### src/sv/tsp_pkg.sv
package tsp_pkg;

    localparam int X_W      = 16;
    localparam int X_FRAC   = 11;
    localparam int FRAC_W   = 24;
    localparam int MX_LSB   = FRAC_W - X_FRAC;
    localparam int SQ_FRAC  = 2 * X_FRAC;
    localparam int XSQ_W    = 31;
    localparam int MAG_W    = 46;
    localparam int HALF_W   = 23;
    localparam int PROD_W   = HALF_W + XSQ_W;
    localparam int ACC_W    = PROD_W + 1;
    localparam int DVD_W    = 56;
    localparam int DVS_W    = 12;
    localparam int DIGIT_W  = 8;
    localparam int DIV_STEPS = DVD_W / DIGIT_W;
    localparam int DCNT_W   = $clog2(DIV_STEPS);
    localparam int SUM_W    = 52;
    localparam int V_W      = 64;
    localparam int ROWF_W   = V_W - FRAC_W;
    localparam int ROW_W    = 16;
    localparam int NT_W     = 5;

    localparam logic [MAG_W-1:0] MAG_CAP = {MAG_W{1'b1}};
    localparam logic [ROW_W-1:0] ROW_MAX = {1'b0, {(ROW_W-1){1'b1}}};
    localparam logic [ROW_W-1:0] ROW_MIN = {1'b1, {(ROW_W-1){1'b0}}};

    typedef enum logic [3:0] {
        ST_IDLE,
        ST_SQR,
        ST_ACC,
        ST_MUL_HI,
        ST_MUL_LO,
        ST_DIV_LOAD,
        ST_DIV_WAIT,
        ST_SCALE,
        ST_ROW
    } tsp_state_t;

    typedef struct packed {
        logic ready;
        logic load;
        logic sqr;
        logic acc;
        logic mul_hi;
        logic mul_lo;
        logic div_start;
        logic mag_load;
        logic scale;
        logic row_load;
    } tsp_ctrl_t;

    typedef struct packed {
        logic in_valid;
        logic last_term;
        logic div_done;
        logic out_free;
    } tsp_status_t;

endpackage

### src/sv/tsp_div.sv
module tsp_div (
    input  logic                      clk,
    input  logic                      rst_n,
    input  logic                      start,
    input  logic [tsp_pkg::DVD_W-1:0] dividend,
    input  logic [tsp_pkg::DVS_W-1:0] divisor,
    output logic [tsp_pkg::DVD_W-1:0] quotient,
    output logic                      done
);
    import tsp_pkg::*;

    localparam logic [DCNT_W-1:0] LAST_STEP = DCNT_W'(DIV_STEPS - 1);

    logic [DVD_W-1:0]  quo_reg;
    logic [DVS_W-1:0]  rem_reg;
    logic [DVS_W-1:0]  dvs_reg;
    logic [DCNT_W-1:0] cnt_reg;
    logic              busy_reg;
    logic              done_reg;

    logic [DVD_W-1:0]  quo_next;
    logic [DVS_W-1:0]  rem_next;
    logic [DVS_W:0]    trial;

    always_comb
    begin
        rem_next = rem_reg;
        quo_next = quo_reg;
        trial    = '0;
        for (int k = 0; k < DIGIT_W; k++)
        begin
            trial    = {rem_next, quo_next[DVD_W-1]};
            quo_next = {quo_next[DVD_W-2:0], 1'b0};
            if (trial >= {1'b0, dvs_reg})
            begin
                trial       = trial - {1'b0, dvs_reg};
                quo_next[0] = 1'b1;
            end
            rem_next = trial[DVS_W-1:0];
        end
    end

    always_ff @(posedge clk or negedge rst_n)
    begin
        if (!rst_n)
        begin
            busy_reg <= 1'b0;
            done_reg <= 1'b0;
            cnt_reg  <= '0;
        end
        else
        begin
            done_reg <= 1'b0;
            if (start)
            begin
                busy_reg <= 1'b1;
                cnt_reg  <= '0;
            end
            else if (busy_reg)
            begin
                cnt_reg <= cnt_reg + DCNT_W'(1);
                if (cnt_reg == LAST_STEP)
                begin
                    busy_reg <= 1'b0;
                    done_reg <= 1'b1;
                end
            end
        end
    end

    always_ff @(posedge clk)
    begin
        if (start)
        begin
            quo_reg <= dividend;
            rem_reg <= '0;
            dvs_reg <= divisor;
        end
        else if (busy_reg)
        begin
            quo_reg <= quo_next;
            rem_reg <= rem_next;
        end
    end

    assign quotient = quo_reg;
    assign done     = done_reg;

endmodule

### src/sv/tsp_ctrl.sv
module tsp_ctrl (
    input  logic                 clk,
    input  logic                 rst_n,
    input  tsp_pkg::tsp_status_t status,
    output tsp_pkg::tsp_ctrl_t   ctl
);
    import tsp_pkg::*;

    tsp_state_t state_reg;
    tsp_state_t state_next;

    always_comb
    begin
        state_next = state_reg;
        unique case (state_reg)
            ST_IDLE:     if (status.in_valid) state_next = ST_SQR;
            ST_SQR:      state_next = ST_ACC;
            ST_ACC:      state_next = status.last_term ? ST_SCALE : ST_MUL_HI;
            ST_MUL_HI:   state_next = ST_MUL_LO;
            ST_MUL_LO:   state_next = ST_DIV_LOAD;
            ST_DIV_LOAD: state_next = ST_DIV_WAIT;
            ST_DIV_WAIT: if (status.div_done) state_next = ST_ACC;
            ST_SCALE:    state_next = ST_ROW;
            ST_ROW:      if (status.out_free) state_next = ST_IDLE;
            default:     state_next = ST_IDLE;
        endcase
    end

    always_comb
    begin
        ctl           = '0;
        ctl.ready     = (state_reg == ST_IDLE);
        ctl.load      = (state_reg == ST_IDLE) && status.in_valid;
        ctl.sqr       = (state_reg == ST_SQR);
        ctl.acc       = (state_reg == ST_ACC);
        ctl.mul_hi    = (state_reg == ST_MUL_HI);
        ctl.mul_lo    = (state_reg == ST_MUL_LO);
        ctl.div_start = (state_reg == ST_DIV_LOAD);
        ctl.mag_load  = (state_reg == ST_DIV_WAIT) && status.div_done;
        ctl.scale     = (state_reg == ST_SCALE);
        ctl.row_load  = (state_reg == ST_ROW) && status.out_free;
    end

    always_ff @(posedge clk or negedge rst_n)
    begin
        if (!rst_n)
            state_reg <= ST_IDLE;
        else
            state_reg <= state_next;
    end

endmodule

### src/sv/taylor_sine_plot_row_unit.sv
// channel  | direction | handshake             | payload
// ---------+-----------+-----------------------+--------------------------
// in       | input     | in_valid / in_ready   | x_value[15:0] signed
// out      | output    | out_valid / out_ready | plot_row[15:0] signed, clipped
// cfg      | input     | cfg_we (no wait)      | cfg_data[4:0] = num_terms
//
// A word goes from acceptance via ST_SQR, ST_ACC, ST_SCALE and ST_ROW to its result and
// back to ST_IDLE for the next word; each term after the first costs two passes through
// the shared 23x31 multiplier and seven 8-bit digit steps of the constant divider.
// Reset sets num_terms to 1 and empties the output register.
// in_ready is high only while no word is in work; a held result stalls the final
// row load but not the acceptance of the word after it.
module taylor_sine_plot_row_unit #(
    parameter int MAX_TERMS     = 16,
    parameter int SCREEN_HEIGHT = 650
) (
    input  logic                             clk,
    input  logic                             rst_n,
    input  logic                             cfg_we,
    input  logic [tsp_pkg::NT_W-1:0]         cfg_data,
    input  logic                             in_valid,
    output logic                             in_ready,
    input  logic signed [tsp_pkg::X_W-1:0]   x_value,
    output logic                             out_valid,
    input  logic                             out_ready,
    output logic signed [tsp_pkg::ROW_W-1:0] plot_row,
    output logic                             clipped
);
    import tsp_pkg::*;

    localparam int SCALE_K = SCREEN_HEIGHT / 20;
    localparam int OFFSET  = SCREEN_HEIGHT / 2;
    localparam int KW      = $clog2(SCALE_K + 1);
    localparam int PW      = SUM_W + KW + 1;

    tsp_ctrl_t   ctl;
    tsp_status_t status;

    logic [NT_W-1:0]          num_terms_reg;
    logic                     neg_reg;
    logic [XSQ_W-1:0]         xsq_reg;
    logic [MAG_W-1:0]         mag_reg;
    logic [NT_W-1:0]          idx_reg;
    logic [NT_W-1:0]          nm1_reg;
    logic signed [SUM_W-1:0]  sum_reg;
    logic [ACC_W-1:0]         acc_reg;
    logic signed [V_W-1:0]    v_reg;
    logic                     out_valid_reg;
    logic [ROW_W-1:0]         plot_row_reg;
    logic                     clipped_reg;

    logic [X_W-1:0]           x_raw;
    logic [X_W-1:0]           mx_in;
    logic [NT_W-1:0]          n_eff;
    logic [HALF_W-1:0]        mul_a;
    logic [XSQ_W-1:0]         mul_b;
    logic [PROD_W-1:0]        product;
    logic [NT_W:0]            d_even;
    logic [NT_W:0]            d_odd;
    logic [DVS_W-1:0]         d_value;
    logic [DVD_W-1:0]         quotient;
    logic                     div_done;
    logic signed [SUM_W-1:0]  mag_s;
    logic signed [SUM_W-1:0]  sum_next;
    logic signed [PW-1:0]     scaled;
    logic signed [V_W-1:0]    v_next;
    logic [V_W-1:0]           row_bias;
    logic [V_W-1:0]           row_sum;
    logic [ROWF_W-1:0]        row_full;
    logic [ROWF_W-ROW_W:0]    row_hi;
    logic [ROW_W-1:0]         row_sat;
    logic                     clip_next;
    logic                     out_free;

    tsp_ctrl u_ctrl (
        .clk    (clk),
        .rst_n  (rst_n),
        .status (status),
        .ctl    (ctl)
    );

    tsp_div u_div (
        .clk      (clk),
        .rst_n    (rst_n),
        .start    (ctl.div_start),
        .dividend ({1'b0, acc_reg}),
        .divisor  (d_value),
        .quotient (quotient),
        .done     (div_done)
    );

    assign out_free         = !out_valid_reg || out_ready;
    assign status.in_valid  = in_valid;
    assign status.last_term = (idx_reg == nm1_reg);
    assign status.div_done  = div_done;
    assign status.out_free  = out_free;

    assign x_raw = x_value;
    assign mx_in = x_raw[X_W-1] ? X_W'(~x_raw + X_W'(1)) : x_raw;

    always_comb
    begin
        if (num_terms_reg == '0)
            n_eff = NT_W'(1);
        else if ({1'b0, num_terms_reg} > (NT_W+1)'(MAX_TERMS))
            n_eff = NT_W'(MAX_TERMS);
        else
            n_eff = num_terms_reg;
    end

    always_comb
    begin
        if (ctl.sqr)
            mul_a = HALF_W'(mag_reg[MX_LSB +: X_W]);
        else if (ctl.mul_hi)
            mul_a = mag_reg[MAG_W-1:HALF_W];
        else
            mul_a = mag_reg[HALF_W-1:0];
    end

    assign mul_b   = ctl.sqr ? XSQ_W'(mag_reg[MX_LSB +: X_W]) : xsq_reg;
    assign product = PROD_W'(mul_a) * PROD_W'(mul_b);

    assign d_even  = {idx_reg, 1'b0};
    assign d_odd   = {idx_reg, 1'b1};
    assign d_value = DVS_W'(d_even) * DVS_W'(d_odd);

    assign mag_s    = SUM_W'(mag_reg);
    assign sum_next = (idx_reg[0] == neg_reg) ? sum_reg + mag_s : sum_reg - mag_s;

    assign scaled = PW'(sum_reg) * PW'($signed({1'b0, KW'(SCALE_K)}));
    assign v_next = {{(V_W-PW){scaled[PW-1]}}, scaled} + (V_W'(OFFSET) << FRAC_W);

    assign row_bias = v_reg[V_W-1] ? V_W'((64'd1 << FRAC_W) - 64'd1) : '0;
    assign row_sum  = v_reg + row_bias;
    assign row_full = row_sum[V_W-1:FRAC_W];
    assign row_hi   = row_full[ROWF_W-1:ROW_W-1];

    always_comb
    begin
        if ((&row_hi) || !(|row_hi))
        begin
            row_sat   = row_full[ROW_W-1:0];
            clip_next = 1'b0;
        end
        else
        begin
            row_sat   = row_full[ROWF_W-1] ? ROW_MIN : ROW_MAX;
            clip_next = 1'b1;
        end
    end

    always_ff @(posedge clk or negedge rst_n)
    begin
        if (!rst_n)
        begin
            num_terms_reg <= NT_W'(1);
            out_valid_reg <= 1'b0;
        end
        else
        begin
            if (cfg_we)
                num_terms_reg <= cfg_data;
            if (ctl.row_load)
                out_valid_reg <= 1'b1;
            else if (out_ready)
                out_valid_reg <= 1'b0;
        end
    end

    always_ff @(posedge clk)
    begin
        if (ctl.load)
        begin
            neg_reg <= x_raw[X_W-1];
            mag_reg <= MAG_W'(mx_in) << MX_LSB;
            sum_reg <= '0;
            idx_reg <= '0;
            nm1_reg <= n_eff - NT_W'(1);
        end
        if (ctl.sqr)
            xsq_reg <= product[XSQ_W-1:0];
        if (ctl.mul_hi)
            acc_reg <= {product, 1'b0};
        if (ctl.mul_lo)
            acc_reg <= acc_reg + ACC_W'(product[PROD_W-1:SQ_FRAC]);
        if (ctl.mag_load)
            mag_reg <= (|quotient[DVD_W-1:MAG_W]) ? MAG_CAP : quotient[MAG_W-1:0];
        if (ctl.acc)
        begin
            sum_reg <= sum_next;
            if (!status.last_term)
                idx_reg <= idx_reg + NT_W'(1);
        end
        if (ctl.scale)
            v_reg <= v_next;
        if (ctl.row_load)
        begin
            plot_row_reg <= row_sat;
            clipped_reg  <= clip_next;
        end
    end

    assign in_ready  = ctl.ready;
    assign out_valid = out_valid_reg;
    assign plot_row  = plot_row_reg;
    assign clipped   = clipped_reg;

    a_busy_after_accept: assert property (@(posedge clk) disable iff (!rst_n)
        in_valid && in_ready |=> !in_ready)
        else $error("in_ready stayed high after a word was accepted");

    a_clip_extreme: assert property (@(posedge clk) disable iff (!rst_n)
        out_valid && clipped |-> (plot_row == $signed(ROW_MAX) || plot_row == $signed(ROW_MIN)))
        else $error("clipped set on a row that is not at a limit");

    a_no_overwrite: assert property (@(posedge clk) disable iff (!rst_n)
        ctl.row_load |-> (!out_valid_reg || out_ready))
        else $error("result register overwritten while still held");

endmodule

### config.mk
export PLATFORM = sky130hd
export DESIGN_NAME = taylor_sine_plot_row_unit
export DESIGN_NICKNAME = d
export VERILOG_FILES = /design/src/sv/tsp_pkg.sv /design/src/sv/tsp_div.sv /design/src/sv/tsp_ctrl.sv /design/src/sv/taylor_sine_plot_row_unit.sv
export SDC_FILE = /design/constraint.sdc
export NUM_CORES = 2
export LEC_CHECK = 0
export BUFFER_PORTS_ARGS = -buffer_cell sky130_fd_sc_hd__buf_2
export CORE_MARGIN = 2
export CORE_UTILIZATION = 40
export CTS_CLUSTER_DIAMETER = 200
export DETAILED_ROUTE_END_ITERATION = 16
export GPL_ROUTABILITY_DRIVEN = 0
export PLACE_DENSITY = 0.62
export SLEW_MARGIN = 20
export SYNTH_ARGS = -nofsm -noshare
export SYNTH_HDL_FRONTEND = slang
export SYNTH_HIERARCHICAL = 1
export SYNTH_SLANG_ARGS = --single-unit
### constraint.sdc
create_clock -name clk -period 21 [get_ports clk]
set_input_delay 6.3 -clock clk [delete_from_list [all_inputs] [get_ports clk]]
set_output_delay 6.3 -clock clk [all_outputs]
set_load 0.05 [all_outputs]
### Yosys cells after proc, flatten, opt, wreduce, memory -nomap -nowiden

Cells that the tools add are included.

* bits in registers: 370
* input bits: 26
* word-level logic and storage cells: 135

* $add $sub $neg: 17
* multipliers: 2
* order comparisons: 9
* equal/unequal tests: 14
* multiplexer cells: 54
* bitwise logic cells: 1
* reductions and logical operators: 18

Operators by type and width (count)
* $mux W55: 4
* $mux W52: 3
* $mux W46: 3
* $ge A13 B12 Y1: 8
* $mux W12: 8
* $sub A12 B12 Y12: 8
* $add A64 B24 Y64: 1
* $add A57 B34 Y58 const B: 1
* $add A55 B32 Y55: 1
* $mul A23 B31 Y54: 1
* $add A52 B47 Y52: 1
* $sub A52 B47 Y52: 1
* $mux W16: 3
* $mux W23: 2
* $pmux W4 S9: 1
* $mux W31: 1
* $mux W5: 5
* $reduce_and A25 Y1: 1
* $reduce_or A25 Y1: 1
* $mux W24: 1
* $mux W1: 17
* $add A16 B1 Y16 const B: 1
* $eq A4 B3 Y1 const B: 4
* $not A16 Y16: 1
* other kinds (23): 37

### Logic depth before layout (Yosys ltp)

* depth after elaboration: 18
* mapped depth: 101

### Cells and area by module

The synthesis kept the hierarchy.

Modules (own cells, without submodules)
* taylor_sine_plot_row_unit: times used 1, cells each 4470, area an instance 41457.3 um^2
* tsp_div: times used 1, cells each 934, area an instance 8928.6 um^2
* tsp_ctrl: times used 1, cells each 33, area an instance 279.0 um^2

### Worst setup path before layout

OpenSTA, ideal clock, no wires.

* path kind: register to register
* from: reg u_div.dvs_reg[1]
* to: reg u_div.rem_reg[8]
* arrival time: 19.176 ns
* slack: 1.687 ns
* cell stages (with the launch flop): 99
* period minus slack after synthesis: 19.313 ns
* cells stage by stage: edfxtp_1 -> inv_1 -> ha_1 -> nor2b_1 -> o31a_1 -> o211ai_2 -> and3_1 -> buf_2 -> buf_2 -> buf_2 -> nor2_1 -> a21oi_1 -> inv_1 -> ha_1 -> nor2b_1 -> o31ai_2 -> a21oi_1 -> a2111o_1 -> [... 63 more ...] -> nand2_1 -> o21ai_0 -> ha_1 -> nor2b_1 -> o21ai_0 -> a21boi_0 -> o21ai_0 -> a21boi_0 -> o21ai_0 -> a21boi_0 -> o21ai_0 -> a211o_1 -> o2bb2ai_1 -> o21a_1 -> o311a_2 -> buf_6 -> mux2i_1 -> a211oi_1

* word-level cells in the longest chain between the ends: 16
* elaborated cells on any way between the ends: 24

RTL lines
* from (decl): RTL line tsp_div.sv:16 `logic [DVS_W-1:0] dvs_reg;`
* from (signal assigned): RTL line tsp_div.sv:77 `dvs_reg <= divisor;`
* $sub A12 B12 Y12 or $ge A13 B12 Y1 (tied branches): RTL line tsp_div.sv:36, tsp_div.sv:34
* $mux W12: RTL line tsp_div.sv:34 `if (trial >= {1'b0, dvs_reg})`
* $sub A12 B12 Y12 or $ge A13 B12 Y1 (tied branches): RTL line tsp_div.sv:36, tsp_div.sv:34
* $mux W12: RTL line tsp_div.sv:34
* $sub A12 B12 Y12 or $ge A13 B12 Y1 (tied branches): RTL line tsp_div.sv:36, tsp_div.sv:34
* $mux W12: RTL line tsp_div.sv:34
* $sub A12 B12 Y12 or $ge A13 B12 Y1 (tied branches): RTL line tsp_div.sv:36, tsp_div.sv:34
* $mux W12: RTL line tsp_div.sv:34
* $sub A12 B12 Y12 or $ge A13 B12 Y1 (tied branches): RTL line tsp_div.sv:36, tsp_div.sv:34
* $mux W12: RTL line tsp_div.sv:34
* $sub A12 B12 Y12 or $ge A13 B12 Y1 (tied branches): RTL line tsp_div.sv:36, tsp_div.sv:34
* $mux W12: RTL line tsp_div.sv:34
* $sub A12 B12 Y12 or $ge A13 B12 Y1 (tied branches): RTL line tsp_div.sv:36, tsp_div.sv:34
* $mux W12: RTL line tsp_div.sv:34
* $sub A12 B12 Y12 or $ge A13 B12 Y1 (tied branches): RTL line tsp_div.sv:36, tsp_div.sv:34
* $mux W12 (*): RTL line tsp_div.sv:34
* to (signal assigned): RTL line tsp_div.sv:82 `rem_reg <= rem_next;`
* to (decl): RTL line tsp_div.sv:15 `logic [DVS_W-1:0] rem_reg;`

Every way passes the cells marked *; elsewhere a longest branch is shown, timed or not.
A chain may end at the register's enable or synchronous reset.

### Worst setup path after layout

* from: reg u_div.rem_reg[9]
* to: reg u_div.rem_reg[1]

* word-level cells in the longest chain between the ends: 16
* elaborated cells on any way between the ends: 24

RTL lines (RTL line)
* $sub A12 B12 Y12 or $ge A13 B12 Y1 (tied branches): tsp_div.sv:36, tsp_div.sv:34
* $mux W12 (*): tsp_div.sv:34
* $sub A12 B12 Y12 or $ge A13 B12 Y1 (tied branches): tsp_div.sv:36, tsp_div.sv:34
* $mux W12 (*): tsp_div.sv:34
* $ge A13 B12 Y1 or $sub A12 B12 Y12 (tied branches): tsp_div.sv:34, tsp_div.sv:36
* $mux W12 (*): tsp_div.sv:34
* $sub A12 B12 Y12 or $ge A13 B12 Y1 (tied branches): tsp_div.sv:36, tsp_div.sv:34
* $mux W12 (*): tsp_div.sv:34
* $sub A12 B12 Y12 or $ge A13 B12 Y1 (tied branches): tsp_div.sv:36, tsp_div.sv:34
* $mux W12 (*): tsp_div.sv:34
* $sub A12 B12 Y12 or $ge A13 B12 Y1 (tied branches): tsp_div.sv:36, tsp_div.sv:34
* $mux W12 (*): tsp_div.sv:34
* $ge A13 B12 Y1 or $sub A12 B12 Y12 (tied branches): tsp_div.sv:34, tsp_div.sv:36
* $mux W12 (*): tsp_div.sv:34
* $sub A12 B12 Y12 or $ge A13 B12 Y1 (tied branches): tsp_div.sv:36, tsp_div.sv:34
* $mux W12 (*): tsp_div.sv:34

Marked as above.

==> impl_metrics.json <==
{
  "postCtsHoldBufs": 0,
  "cts_root_buffer": "clkbuf_16",
  "crit_type": "reg -> reg",
  "crit_fanout": 12,
  "synth_warnings": 6,
  "drc": 0,
  "grt_util_met2_pct": 37.0,
  "synth.avg_cell_area_sq_um": 9.32,
  "multi_input_area_sq_mm": 0.0368,
  "grt_pass1_vias": 39496,
  "overflow": 0,
  "port_buffers": 44,
  "antenna_found_initial": 2,
  "finalCritPeriodShare_pct": 94.9,
  "synth_flop_cell": "edfxtp_1",
  "dp_hpwl_mm": 118,
  "clock_latency_ps": 600,
  "seq_area_sq_mm": 0.0106,
  "status": "completed",
  "routed_via_density": 5.59,
  "dieWidth_um": 360,
  "cts_buffer_depth": 3,
  "synth_cells": 5437,
  "rows": 130,
  "ys_top_cells_by_area": "fa_1, edfxtp_1, ha_1",
  "largest_register_ffs": 56,
  "num-fill-cells": 12162,
  "drt_wl_total_mm": 151,
  "yosysMostFrequentCell": "inv_1",
  "wl_per_cell_um": 21.3,
  "die_area_sq_mm": 0.130,
  "synth_area_leader_cell": "fa_1",
  "fin_worst_skew_ps": 33.5,
  "cts_buffers": 43,
  "cpPeakStageDelay_ps": 490,
  "ys_async_sr_fraction_pct": 4.17,
  "cap_violations": 0,
  "die_h_um": 360,
  "use_met3_pct": 3.12,
  "min_period_ps": 19920,
  "first_pass_iters": 6,
  "hp-class": "reg -> reg",
  "num-nets-final": 6448,
  "crit_required_ps": 21480,
  "ioPinCount": 45,
  "busiest_layer": "met2",
  "crit_arrival_ps": 20400,
  "start_util_pct": 40.3,
  "slew_violations": 0,
  "cp-start-kind": "flip-flop",
  "worstMarginPinSlew_ps": 1160,
  "grt_max_degree": 146,
  "place_area_sq_mm": 0.0528,
  "finalSetupViolCount": 0,
  "slew_headroom_pct": 20.5,
  "crit_slowest_cell": "o41a_1",
  "syn_area_sq_mm": 0.0507,
  "synth.yosys.seq_area_share_pct": 20.9,
  "drive_gt1_share_pct": 8.52,
  "syn_to_final_growth_pct": 7.42,
  "grt_util_all_layers_pct": 23.0,
  "antenna_left": 0,
  "synth_commonest_cells": "inv_1, nand2_1, fa_1, nor2_1, ha_1",
  "synth-edff-count": 328,
  "h-tree-depth": 2,
  "reg2reg_slack_ps": 1080,
  "grt_pass1_wl_mm": 233,
  "coreArea_sq_mm": 0.126,
  "yosysTopAreaCellShare_pct": 24.6,
  "grtUsageMet1_pct": 31.6,
  "cts_tree": "yes",
  "vias": 39585,
  "clkTransAtPathRegs_ps": 60,
  "cts_sinks": 360,
  "fin_area_sq_mm": 0.0544,
  "synth.ff_latch_count": 360,
  "drt_iter0_drc": 3296,
  "fmax_mhz": 50.2,
  "end_kind": "flip-flop",
  "hold_viol": 0,
  "insertedDiodeCount": 0,
  "ys_types": 108
}
## cells by family (layout without fill, tap and decap cells)
| kind of cell | count (synthesis) | after routing | synth area share [%] |
|---|---|---|---|
| AO/OA/AOI/OAI | 843 | 844 | 10.9 |
| XOR/XNOR | 337 | 337 | 5.83 |
| adder cells (fa/ha/maj) | 1022 | 1022 | 34.5 |
| buffers and inverters | 936 | 931 | 7.08 |
| flip-flops | 360 | 360 | 20.9 |
| multiplexers | 260 | 260 | 5.66 |
| other | 1 | 2 | 0.00740 |
| AND/OR/NAND/NOR | 1678 | 1678 | 15.2 |
## stage by stage
step	setup slack, ps	utilization [%]	hold WS [ps]	instances	TNS [ps]
after floorplan	1690	-	431	5438	0
after global placement	496	41.9	438	6988	0
after detailed placement	-203	42.0	442	6988	-1650
after CTS	106	43.1	458	7067	0
after global routing	-35.7	43.3	486	7084	-64.7
final	1080	43.3	461	7084	0
## critical path, delay by kind of cell (launching register included)
family | cells | cell delay [ps]
compound gates | 44 | 9390
mux | 6 | 2010
simple gates | 19 | 4180
fa+ha+maj | 8 | 2580
buf+inv | 8 | 1260
flops | 1 | 370
## area by class of cell
type	count	share of cell area, %
clock buffers	50	2.03
well taps	1650	3.79
clock inverters	29	0.547
repair buffers	132	1.64
multi-input cells	4143	67.6
inverters	720	4.97
flip-flops and latches	360	19.4
## timing repair
item                                    CTS  global route
endpoints found under the hold margin     0             0
gates resized for setup                   4            37
endpoints found under the setup margin   13            13
setup buffers                             0            16
pin swaps                                 0            10
cloned                                    0             1
## final timing paths
kind / startpoint / end / cells past startpoint
min in group asynchronous: rst_n / u_ctrl/state_reg[2] / 1
min reg2reg: sum_reg[0] / v_reg[5] / 0
min: sum_reg[0] / v_reg[5] / 0
max reg2reg: u_div/rem_reg[9] / u_div/rem_reg[1] / 85
max in group asynchronous: rst_n / num_terms_reg[0] / 1
max: u_div/rem_reg[9] / u_div/rem_reg[1] / 85
## layer usage
metal | part of all wire [%] | wire, um | vias to the layer above
met4 | 4.5 | 6720 | 0
met3 | 8.0 | 12000 | 320
met2 | 46 | 68600 | 1537
met1 | 42 | 63300 | 19665
met5 | 0 | 0 | -
li1 | - | - | 18063
## placed cells by master, fill, tap and decap left out, types with 26 or more instances in the layout
master / netlist / layout
and2_1: 119 / 119
o21ai_0: 130 / 118
mux2i_1: 81 / 74
xor2_1: 111 / 111
buf_4: 1 / 87
o21ai_1: 28 / 37
fa_1: 622 / 622
nand3_1: 83 / 82
edfxtp_1: 328 / 328
o21a_1: 61 / 61
nand4_1: 47 / 47
xnor2_1: 226 / 225
nand2_1: 666 / 666
inv_1: 719 / 719
ha_1: 400 / 396
nor2_1: 432 / 420
o21bai_1: 33 / 33
nor3_1: 83 / 77
a211oi_1: 40 / 39
nand2b_1: 45 / 45
a31oi_1: 26 / 26
and3_1: 40 / 38
a21o_1: 110 / 109
buf_2: 10 / 44
nor2b_1: 46 / 44
clkbuf_16: 0 / 43
mux2_2: 167 / 167
a21oi_1: 255 / 251
Power is not shown: default switching activity piles up to over one toggle a cycle in this logic, so the estimate is an artifact.
